<file path="src/rtl/core/rfs_pkg.sv">
`timescale 1ns / 1ps
// ----------------------------------------------------------------------------
// rfs_pkg
// Shared types, sizes and the CRC-24Q byte update for the frame synchronizer.
// ----------------------------------------------------------------------------
package rfs_pkg;

  localparam int PEND_AW     = 11;                 // hold buffer address bits
  localparam int PEND_DEPTH  = 1 << PEND_AW;
  localparam int PAY_AW      = 10;                 // payload store address bits
  localparam int PAY_DEPTH   = 1 << PAY_AW;
  localparam int IDX_W       = 11;                 // offset into a candidate frame
  localparam int CNT_W       = PEND_AW + 1;

  localparam logic [7:0]  PREAMBLE = 8'hD3;
  localparam logic [23:0] CRC_POLY = 24'h864CFB;   // x^24 term implied

  typedef enum logic {
    OP_PUSH = 1'b0,
    OP_READ = 1'b1
  } op_e;

  typedef struct packed {
    op_e               op;
    logic [7:0]        data;
    logic [PAY_AW-1:0] index;
  } cmd_t;

  // Advance the CRC-24Q by one byte, MSB first.
  function automatic logic [23:0] crc_byte(input logic [23:0] crc, input logic [7:0] b);
    logic [23:0] c;
    c = crc ^ {b, 16'h0000};
    for (int i = 0; i < 8; i++) begin
      c = c[23] ? ({c[22:0], 1'b0} ^ CRC_POLY) : {c[22:0], 1'b0};
    end
    return c;
  endfunction

endpackage

</file>
<file path="src/rtl/core/rfs_front.sv">
`timescale 1ns / 1ps
// ----------------------------------------------------------------------------
// rfs_front
// Input side: takes words, classifies them and queues them for the engine.
// ----------------------------------------------------------------------------
module rfs_front (
  input  logic                      clk_i,
  input  logic                      rst_ni,
  input  logic                      push_i,
  output logic                      full_o,
  input  logic                      opcode_i,
  input  logic [7:0]                stream_byte_i,
  input  logic [rfs_pkg::PAY_AW-1:0] read_index_i,
  output logic                      cmd_valid_o,
  output rfs_pkg::cmd_t             cmd_o,
  input  logic                      cmd_take_i
);

  rfs_pkg::cmd_t slot_q [2];
  logic          wptr_q, rptr_q;
  logic [1:0]    cnt_q;
  logic          enq, deq;
  rfs_pkg::cmd_t cmd_in;

  // Classify the incoming word
  always_comb begin
    cmd_in.op    = opcode_i ? rfs_pkg::OP_READ : rfs_pkg::OP_PUSH;
    cmd_in.data  = stream_byte_i;
    cmd_in.index = read_index_i;
  end

  assign full_o      = (cnt_q == 2'd2);
  assign enq         = push_i && !full_o;
  assign cmd_valid_o = (cnt_q != 2'd0);
  assign deq         = cmd_take_i && cmd_valid_o;
  assign cmd_o       = slot_q[rptr_q];

  // Hold queued words
  always_ff @(posedge clk_i) begin
    if (enq) begin
      slot_q[wptr_q] <= cmd_in;
    end
  end

  // Advance pointers and fill count
  always_ff @(posedge clk_i or negedge rst_ni) begin
    if (!rst_ni) begin
      wptr_q <= 1'b0;
      rptr_q <= 1'b0;
      cnt_q  <= 2'd0;
    end else begin
      if (enq) wptr_q <= ~wptr_q;
      if (deq) rptr_q <= ~rptr_q;
      cnt_q <= cnt_q + {1'b0, enq} - {1'b0, deq};
    end
  end

endmodule

</file>
<file path="config.mk">
export PLATFORM = sky130hd
export DESIGN_NAME = rfs_front
export DESIGN_NICKNAME = d
export VERILOG_FILES = /design/src/rtl/core/rfs_pkg.sv /design/src/rtl/core/rfs_front.sv
export SDC_FILE = /design/constraint.sdc
export NUM_CORES = 1
export LEC_CHECK = 0
export BUFFER_PORTS_ARGS = -buffer_cell sky130_fd_sc_hd__buf_2
export CELL_PAD_IN_SITES_DETAIL_PLACEMENT = 0
export CELL_PAD_IN_SITES_GLOBAL_PLACEMENT = 1
export CORE_ASPECT_RATIO = 1.4
export CORE_MARGIN = 3
export CORE_UTILIZATION = 34
export CTS_BUF_LIST = sky130_fd_sc_hd__clkbuf_2 sky130_fd_sc_hd__clkbuf_4 sky130_fd_sc_hd__clkbuf_8
export CTS_CLUSTER_SIZE = 10
export DETAILED_ROUTE_END_ITERATION = 12
export PLACE_DENSITY_LB_ADDON = 0.25
export SETUP_SLACK_MARGIN = 0.02
export SYNTH_ARGS = -nofsm -noshare
export SYNTH_HDL_FRONTEND = slang
export SYNTH_SLANG_ARGS = --single-unit
</file>
<file path="constraint.sdc">
create_clock -name clk_i -period 2 [get_ports clk_i]
set_input_delay 0.1 -clock clk_i [delete_from_list [all_inputs] [get_ports clk_i]]
set_output_delay 0.1 -clock clk_i [all_outputs]
set_load 0.05 [all_outputs]
</file>
==> run_results.csv, run 1 <==
group,metric,value,unit
floorplanning,die_area,0.005481,mm^2
synthesis,yosysWarnings,0,
status,outcome,"finished, final reports clean",
sta,finalCritPeriodShare,0.8787,
setup_path,arrival,1.66,ns
grt,grt_pass1_wl,4581,um
sta,relSlewSlack,0.7105,
grt,gr-total-overflow,0,
synthesis,syn_avg_cell_area,20.39,um^2
floorplanning,start_util,0.3615,
drt,ant_nets,0,
power_and_ir_drop,p_leak,0.8667,nW
clocking,cts_buffers,5,
setup_path,r2r_cells,7,
sta,setup_viol,0,
power_and_ir_drop,p_total,3.509,mW
setup_path,cpMaxStageDelayCell,"dfrtp_1",
setup_path,r2r_end,"cnt_q[1]",
floorplanning,die_y,86.41,um
setup_path,max_stage_delay,0.61,ns
power_and_ir_drop,p_seq_frac,0.373,
drt,first_pass_iters,2,
synthesis,synth_cell_types,14,
finish,instances_no_fill,210,
drt,routedWlPerCell,12.99,um
sta,clock_skew,0.001980,ns
finish,nets,174,
power_and_ir_drop,swShare,0.4010,
placement,placed_cells,182,
grt,grtUsageTotal,0.1120,
clocking,cts-htree-levels,2,
min_path,hp-start,"cmd_take_i",
grt,grt_pass1_vias,987,
drt,routed_via_density,4.338,
floorplanning,design.core.area,0.004344,mm^2
sta,rsz0062_at_grt,"no",
sta,layout_setup_ws,0.2426,ns
synthesis,syn_area,0.001570,mm^2
min_path,hold-path-endpoint,"rptr_q",
floorplanning,io_pins,44,
drt,routed_wl,2728,um
clocking,cts_buffer_depth,2,
synthesis,yosysTopAreaCell,"edfxtp_1",
sta,slew_violations,0,
power_and_ir_drop,clockPowerShare,0.187,
clocking,numClockSinks,42,
synthesis,seq_area_frac_synth,0.7904,
finish,drive_gt1_frac,0.5133,
setup_path,r2r_slack,0.30,ns
setup_path,end_kind,"output port",
power_and_ir_drop,pwr_density_cell,1588,mW/mm^2
clocking,cts_tree,"yes",
sta,final_hold_viol_count,0,
clocking,ctsResizeCount,0,
power_and_ir_drop,pwr-share-comb,0.440,
floorplanning,die_width,63.44,um
grt,grt_max_degree,20,
sta,finalSetupTns,0,ns
setup_path,crit_type,"reg -> out",
setup_path,reg2reg_from,"cnt_q[1]",
sta,worstMarginPinSlew,0.4342,ns
synthesis,syn_nets,102,
finish,fill_cells,399,
setup_path,worstPathCellList,"buf_12 -> mux2_2 -> buf_2",
finish,diodes,0,
grt,antenna_found_initial,0,
clocking,path_clk_slew,0.07,ns
clocking,root_buffer,"clkbuf_8",
setup_path,critPathMaxFanout,12,
finish,mostFrequentLayoutCells,"buf_2, edfxtp_1, dlygate4sd3_1",
setup_path,cp-start-kind,"register",
placement,pre_cts_slack,0.3069,ns
floorplanning,rows,28,
finish,syn2layout_area_growth,40.72,%
synthesis,ys_ff_latch,42,
synthesis,synth_top_area_frac,0.7267,
min_path,worstHoldPathType,"in -> reg",
placement,place_congestion,0.5933,
finish,mostFrequentLayoutCell,"buf_2",
placement,dpl.hpwl,1881,um
min_path,hold_depth,3,
power_and_ir_drop,p_switching,1.407,mW
sta,fmax,0.5690,GHz
synthesis,netlist_instances,77,
power_and_ir_drop,intPower,2.102,mW
sta,fin_crit,1.757,ns
setup_path,worst_ep_required_time,1.90,ns
clocking,insertion_delay,0.28,ns
synthesis,synth_area_leaders,"edfxtp_1, mux2_2, dfrtp_1",
power_and_ir_drop,vdd_drop_max,0.0009066,V
placement,numPortBuffers,43,
drt,num_vias,911,
drt,drc_errors,0,
run,drv_cap,0,
drt,drt_iter0_markers,9,
-- stage by stage --
stage	instance area, um^2	hold WS, ns	util
2_1_floorplan	1570	-0.1956	-
3_3_place_gp	1896	-0.09300	0.4363
3_5_place_dp	1896	-0.09063	0.4363
4_1_cts	2210	0.1124	0.5086
5_1_grt	2210	0.1178	0.5086
6_report	2210	0.1190	0.5086
-- cell usage after synthesis --
| cell type | number |
|---|---|
| or2_4 | 1 |
| dfrtp_1 | 4 |
| nor2_1 | 1 |
| and3_1 | 1 |
| edfxtp_1 | 38 |
| inv_1 | 2 |
| xor2_1 | 1 |
| xnor2_1 | 3 |
| and2_4 | 1 |
| mux2_2 | 19 |
| buf_2 | 2 |
| ha_1 | 2 |
| nand2b_1 | 1 |
| nand2_1 | 1 |
-- critical path: cells and delay by family, from the launching register on --
kind	cells	cell delay [ns]
mux	1	0.34
flops	1	0.61
buf+inv	2	0.41
-- registers in the layout, summed over array words and instances, names as in the netlist --
name and cells:
cnt_q 2, slot_q 38, wptr_q 1, rptr_q 1
-- how the worst max path moves through the flow --
stage,startpoint,endpoint,slack [ns],cells past startpoint
after floorplan,cnt_q[1],slot_q[0][0],0.19,3
after global placement,cnt_q[1],cnt_q[1],0.36,7
after detailed placement,cnt_q[1],cnt_q[1],0.31,7
after CTS,rptr_q,cmd_o[5],0.21,3
after global routing,rptr_q,cmd_o[5],0.15,3
final,rptr_q,cmd_o[5],0.24,3
-- timing repair --
item / CTS / global route
buffers inserted: 0 / 0
hold buffers: 20 / 0
hold endpoints to repair: 42 / 0
-- power groups by stage --
stage	Sequential (mW)	Combinational, mW	Clock (mW)
2_1_floorplan	1.28	1.21	0
3_3_place_gp	1.32	1.51	0
3_5_place_dp	1.33	1.53	0
4_1_cts	1.32	1.57	0.677
5_1_grt	1.34	1.63	0.712
6_report	1.31	1.54	0.656
-- area by class of cell --
type,instances,area (um^2),area share
sequential,42,1241,0.5617
timing repair buffer,67,457.9,0.2072
multi-input combinational,31,314.1,0.1421
clock buffer,6,76.32,0.03454
tap,60,75.07,0.03398
clock inverter,2,37.54,0.01699
inverter,2,7.507,0.003398
-- per-layer routing --
metal  vias up  routed length (um)  global-route usage
met5         -                   0                   0
li1        433                   -                   -
met4         0                  63             0.05305
met2        30                1462              0.1949
met3         6                 159             0.04410
met1       442                1043              0.1177
-- kinds of logic after synthesis --
kind of cell | Yosys count | synth area share
buffers and inverters | 4 | 0.01116
adders and majority gates | 2 | 0.01593
and+or+nand+nor | 6 | 0.02391
muxes | 19 | 0.1363
xor gates and xnor gates | 4 | 0.02231
DFF | 42 | 0.7904
(Power assumes the default switching activity.)
==> inputs of run 2 (changes only) <==
--- a/config.mk
+++ b/config.mk
@@ -5,7 +5,6 @@
 export SDC_FILE = /design/constraint.sdc
 export NUM_CORES = 1
 export LEC_CHECK = 0
-export BUFFER_PORTS_ARGS = -buffer_cell sky130_fd_sc_hd__buf_2
 export CELL_PAD_IN_SITES_DETAIL_PLACEMENT = 0
 export CELL_PAD_IN_SITES_GLOBAL_PLACEMENT = 1
 export CORE_ASPECT_RATIO = 1.4
@@ -14,7 +13,9 @@
 export CTS_BUF_LIST = sky130_fd_sc_hd__clkbuf_2 sky130_fd_sc_hd__clkbuf_4 sky130_fd_sc_hd__clkbuf_8
 export CTS_CLUSTER_SIZE = 10
 export DETAILED_ROUTE_END_ITERATION = 12
+export DONT_BUFFER_PORTS = 1
 export PLACE_DENSITY_LB_ADDON = 0.25
+export REMOVE_ABC_BUFFERS = 1
 export SETUP_SLACK_MARGIN = 0.02
 export SYNTH_ARGS = -nofsm -noshare
 export SYNTH_HDL_FRONTEND = slang
==> run_results.csv, run 2 (synthesis gave the netlist of run 1 again) <==
group,metric,value,unit
status,outcome,"finished, final reports clean",
sta,finalSetupTns,0,ns
power_and_ir_drop,p_total,3.204,mW
sta,finalCritPeriodShare,0.9208,
clocking,cts_tree,"yes",
finish,drive_gt1_frac,0.3113,
min_path,worstHoldPathType,"in -> reg",
setup_path,arrival,2.05,ns
setup_path,r2r_end,"cnt_q[1]",
finish,multi_input_area,314.1,um^2
sta,hold_slack,0.04155,ns
sta,clock_skew,0.006133,ns
drt,routed_wl,2602,um
finish,nets,131,
placement,dpl.hpwl,1802,um
setup_path,crit_start,"cnt_q[1]",
min_path,hold_depth,2,
sta,setup_viol,0,
grt,grt_pass1_vias,867,
floorplanning,rows,28,
floorplanning,design.core.area,0.004344,mm^2
clocking,cts-htree-levels,2,
drt,routedWlPerCell,15.67,um
setup_path,r2r_slack,0.16,ns
drt,drc_errors,0,
setup_path,critPathMaxFanout,3,
setup_path,crit_type,"reg -> reg",
min_path,hp-start,"cmd_take_i",
clocking,numClockSinks,42,
sta,layout_setup_ws,0.1584,ns
setup_path,reg2reg_from,"cnt_q[1]",
clocking,path_clk_slew,0.07,ns
placement,place_congestion,0.5827,
placement,numPortBuffers,0,
grt,gr-total-overflow,0,
floorplanning,io_pins,44,
clocking,ctsResizeCount,0,
grt,grt_pass1_wl,4167,um
grt,antenna_found_initial,0,
grt,grt_max_degree,13,
sta,relSlewSlack,0.6774,
sta,rsz0062_at_grt,"no",
sta,slew_violations,0,
finish,syn2layout_area_growth,25.58,%
power_and_ir_drop,p_leak,0.6898,nW
placement,pre_cts_slack,0.1622,ns
sta,final_hold_viol_count,0,
clocking,insertion_delay,0.28,ns
floorplanning,start_util,0.3615,
finish,largest_register_ffs,38,
finish,regArea,0.001241,mm^2
finish,regMostFlops,"slot_q",
drt,routed_via_density,4.440,
sta,fmax,0.5430,GHz
power_and_ir_drop,vdd_drop_max,0.0008207,V
clocking,cts_buffers,5,
placement,placed_area,0.001693,mm^2
finish,stdcell_area,0.001972,mm^2
setup_path,endpoint,"cnt_q[1]",
floorplanning,die_y,86.41,um
finish,fill_cells,406,
grt,grtUsageTotal,0.1041,
finish,diodes,0,
run,drv_cap,0,
drt,num_vias,737,
sta,worstMarginPinSlew,0.4840,ns
floorplanning,die_area,0.005481,mm^2
setup_path,r2r_cells,7,
clocking,root_buffer,"clkbuf_8",
setup_path,cp-start-kind,"register",
setup_path,worst_ep_required_time,2.21,ns
drt,drt_iter0_markers,8,
finish,reg_top3,"slot_q: 38 flops, cnt_q: 2 flops",
power_and_ir_drop,pwr_density_cell,1625,mW/mm^2
drt,ant_nets,0,
setup_path,end_kind,"register",
drt,first_pass_iters,2,
floorplanning,die_width,63.44,um
clocking,cts_buffer_depth,2,
finish,mostFrequentLayoutCells,"edfxtp_1, dlygate4sd3_1, mux2_2",
finish,mostFrequentLayoutCell,"edfxtp_1",
sta,fin_crit,1.842,ns
-- run 2: layout make-up --
class	count	area share
multi-input cells	31	0.1593
clock inverters	2	0.005076
inverters	2	0.003807
repair buffers	24	0.1294
clock buffers	5	0.03490
well taps	60	0.03807
flip-flops and latches	42	0.6294
-- run 2: through the flow --
stage                     utilization  instances
after detailed placement       0.3897        139
after global routing           0.4539        166
after global placement         0.3897        139
final                          0.4539        166
after CTS                      0.4539        166
after floorplan                     -         75
-- run 2: per-layer routing --
metal	wire length, um	GRT usage
met1	985	0.1036
met2	1406	0.1797
met3	149	0.04150
met4	60	0.06483
met5	0	0
-- run 2: power by group --
part           switching (mW)  internal, mW
combinational            1.00         0.399
sequential              0.104          1.21
clock                   0.257         0.234
total                    1.36          1.84
-- run 2: worst min-delay path by stage --
stage                          end  slack, ns
after floorplan           cnt_q[0]      -0.20
after global placement    cnt_q[0]      -0.20
after detailed placement  cnt_q[0]      -0.20
after CTS                   rptr_q       0.02
after global routing        rptr_q       0.03
final                       rptr_q       0.04
-- run 2: worst max-delay path, stage by stage (launching register included) --
cell and delay [ns]:
dfrtp_1 0.41, or2_4 0.34, and2_4 0.19, ha_1 0.27
inv_1 0.04, ha_1 0.17, xnor2_1 0.20, xnor2_1 0.14
-- run 2: repair_timing --
action,CTS,global route
hold buffers,20,0
buffers inserted,0,0
hold endpoints to repair,42,0
==> inputs of run 3 (changes only) <==
--- a/config.mk
+++ b/config.mk
@@ -11,7 +11,7 @@
 export CORE_MARGIN = 3
 export CORE_UTILIZATION = 34
 export CTS_BUF_LIST = sky130_fd_sc_hd__clkbuf_2 sky130_fd_sc_hd__clkbuf_4 sky130_fd_sc_hd__clkbuf_8
-export CTS_CLUSTER_SIZE = 10
+export CTS_CLUSTER_SIZE = 16
 export DETAILED_ROUTE_END_ITERATION = 12
 export DONT_BUFFER_PORTS = 1
 export PLACE_DENSITY_LB_ADDON = 0.25
==> constraint.sdc (replaced) <==
create_clock -name clk_i -period 2.2 [get_ports clk_i]
set_input_delay 0.11 -clock clk_i [delete_from_list [all_inputs] [get_ports clk_i]]
set_output_delay 0.11 -clock clk_i [all_outputs]
set_load 0.05 [all_outputs]
==> run_results.csv, run 3 (synthesis gave the netlist of run 1 again) <==
group,metric,value,unit
setup_path,end_kind,"register",
finish,multi_input_area,314.1,um^2
sta,final_hold_viol_count,0,
power_and_ir_drop,intPower,1.670,mW
drt,routed_wl,2605,um
sta,slew_violations,0,
grt,grt_pass1_wl,4146,um
floorplanning,rows,28,
finish,mostFrequentLayoutCell,"edfxtp_1",
floorplanning,die_y,86.41,um
sta,finalSetupTns,0,ns
sta,layout_setup_ws,0.3472,ns
floorplanning,die_width,63.44,um
power_and_ir_drop,clockPowerShare,0.158,
clocking,cts_buffers,5,
finish,nets,131,
power_and_ir_drop,p_leak,0.6875,nW
power_and_ir_drop,p_total,2.901,mW
placement,placed_area,0.001680,mm^2
drt,ant_nets,0,
clocking,insertion_delay,0.28,ns
placement,dpl.hpwl,1856,um
floorplanning,design.core.area,0.004344,mm^2
setup_path,r2r_cells,7,
grt,grtUsageTotal,0.1050,
sta,rsz0062_at_grt,"no",
status,outcome,"finished, final reports clean",
clocking,numClockSinks,42,
power_and_ir_drop,p_switching,1.231,mW
min_path,hold_depth,2,
drt,routed_via_density,4.563,
grt,grt_pass1_vias,861,
drt,num_vias,762,
drt,drt_iter0_markers,13,
drt,first_pass_iters,3,
setup_path,cpMaxStageDelayCell,"dfrtp_1",
setup_path,cp-start-kind,"register",
finish,diodes,0,
finish,regMostFlops,"slot_q",
min_path,worstHoldPathType,"in -> reg",
clocking,root_buffer,"clkbuf_8",
sta,worstMarginPinSlew,0.4529,ns
finish,regArea,0.001241,mm^2
clocking,cts_tree,"yes",
placement,placed_cells,139,
sta,finalCritPeriodShare,0.8422,
setup_path,worst_ep_required_time,2.41,ns
setup_path,arrival,2.06,ns
run,drv_cap,0,
floorplanning,die_area,0.005481,mm^2
setup_path,crit_type,"reg -> reg",
setup_path,worstPathCellList,"or2_4 -> and2_4 -> ha_1 -> inv_1 -> ha_1 -> xnor2_1 -> xnor2_1",
setup_path,critPathMaxFanout,3,
clocking,cts_buffer_depth,2,
placement,pre_cts_slack,0.3292,ns
finish,drive_gt1_frac,0.3084,
power_and_ir_drop,vdd_drop_max,0.0006630,V
power_and_ir_drop,swShare,0.4244,
clocking,cts-htree-levels,2,
finish,fill_cells,414,
finish,instances_no_fill,167,
drt,routedWlPerCell,15.60,um
finish,largest_register_ffs,38,
clocking,ctsResizeCount,0,
power_and_ir_drop,p_seq_frac,0.410,
power_and_ir_drop,pwr_density_cell,1476,mW/mm^2
sta,fmax,0.5397,GHz
floorplanning,io_pins,44,
power_and_ir_drop,pwr-share-comb,0.432,
finish,stdcell_area,0.001966,mm^2
sta,hold_slack,0.04639,ns
finish,syn2layout_area_growth,25.18,%
sta,fin_crit,1.853,ns
floorplanning,start_util,0.3615,
grt,grt_max_degree,13,
setup_path,max_stage_delay,0.41,ns
drt,drc_errors,0,
placement,place_congestion,0.6520,
sta,clock_skew,0.005625,ns
grt,gr-total-overflow,0,
sta,setup_viol,0,
placement,numPortBuffers,0,
sta,relSlewSlack,0.6981,
finish,mostFrequentLayoutCells,"edfxtp_1, dlygate4sd3_1, mux2_2",
finish,fin_util,0.4525,
finish,reg_top3,"slot_q: 38 flops, cnt_q: 2 flops",
clocking,path_clk_slew,0.07,ns
grt,antenna_found_initial,0,
## run 3: power groups by stage
stage | Sequential, mW | Combinational [mW] | Clock (mW)
floorplan | 1.21 | 1.04 | 0
global placement | 1.20 | 1.22 | 0
detailed placement | 1.21 | 1.24 | 0
CTS | 1.19 | 1.28 | 0.479
global route | 1.21 | 1.32 | 0.511
finish | 1.19 | 1.25 | 0.457
## run 3: repair_timing
item	in CTS	in global routing
setup buffers	0	0
hold buffers	20	0
setup endpoints to repair	0	0
endpoints found under the hold margin	42	0
## run 3: worst max-delay path: cells and delay by family, from the launching register on
kind	cells	cell delay (ns)
simple gates	2	0.53
fa+ha+maj	2	0.45
flops	1	0.41
xor+xnor	2	0.34
buf+inv	1	0.04
## run 3: final cells by class
| cell class | count | share of cell area |
|---|---|---|
| Clock inverter | 2 | 0.004456 |
| Clock buffer | 6 | 0.03883 |
| Tap cell | 60 | 0.03819 |
| Inverter | 2 | 0.003819 |
| Timing Repair Buffer | 24 | 0.1235 |
| Sequential cell | 42 | 0.6314 |
| Multi-Input combinational cell | 31 | 0.1598 |
## run 3: path summary, 6_finish.rpt
kind	slack, ns	end	from
setup / recovery	0.35	cnt_q[1]	cnt_q[1]
hold / removal	0.05	rptr_q	cmd_take_i
setup reg to reg	0.35	cnt_q[1]	cnt_q[1]
hold reg to reg	0.51	wptr_q	wptr_q
max in group asynchronous	1.92	wptr_q	rst_ni
min in group asynchronous	0.10	cnt_q[1]	rst_ni
## run 3: routing by layer
| metal | track usage | part of all wire | routed length (um) |
|---|---|---|---|
| met2 | 0.1863 | 0.56 | 1447 |
| met3 | 0.04929 | 0.065 | 170 |
| met4 | 0.05894 | 0.031 | 80 |
| met1 | 0.09796 | 0.35 | 907 |
| met5 | 0 | 0 | 0 |
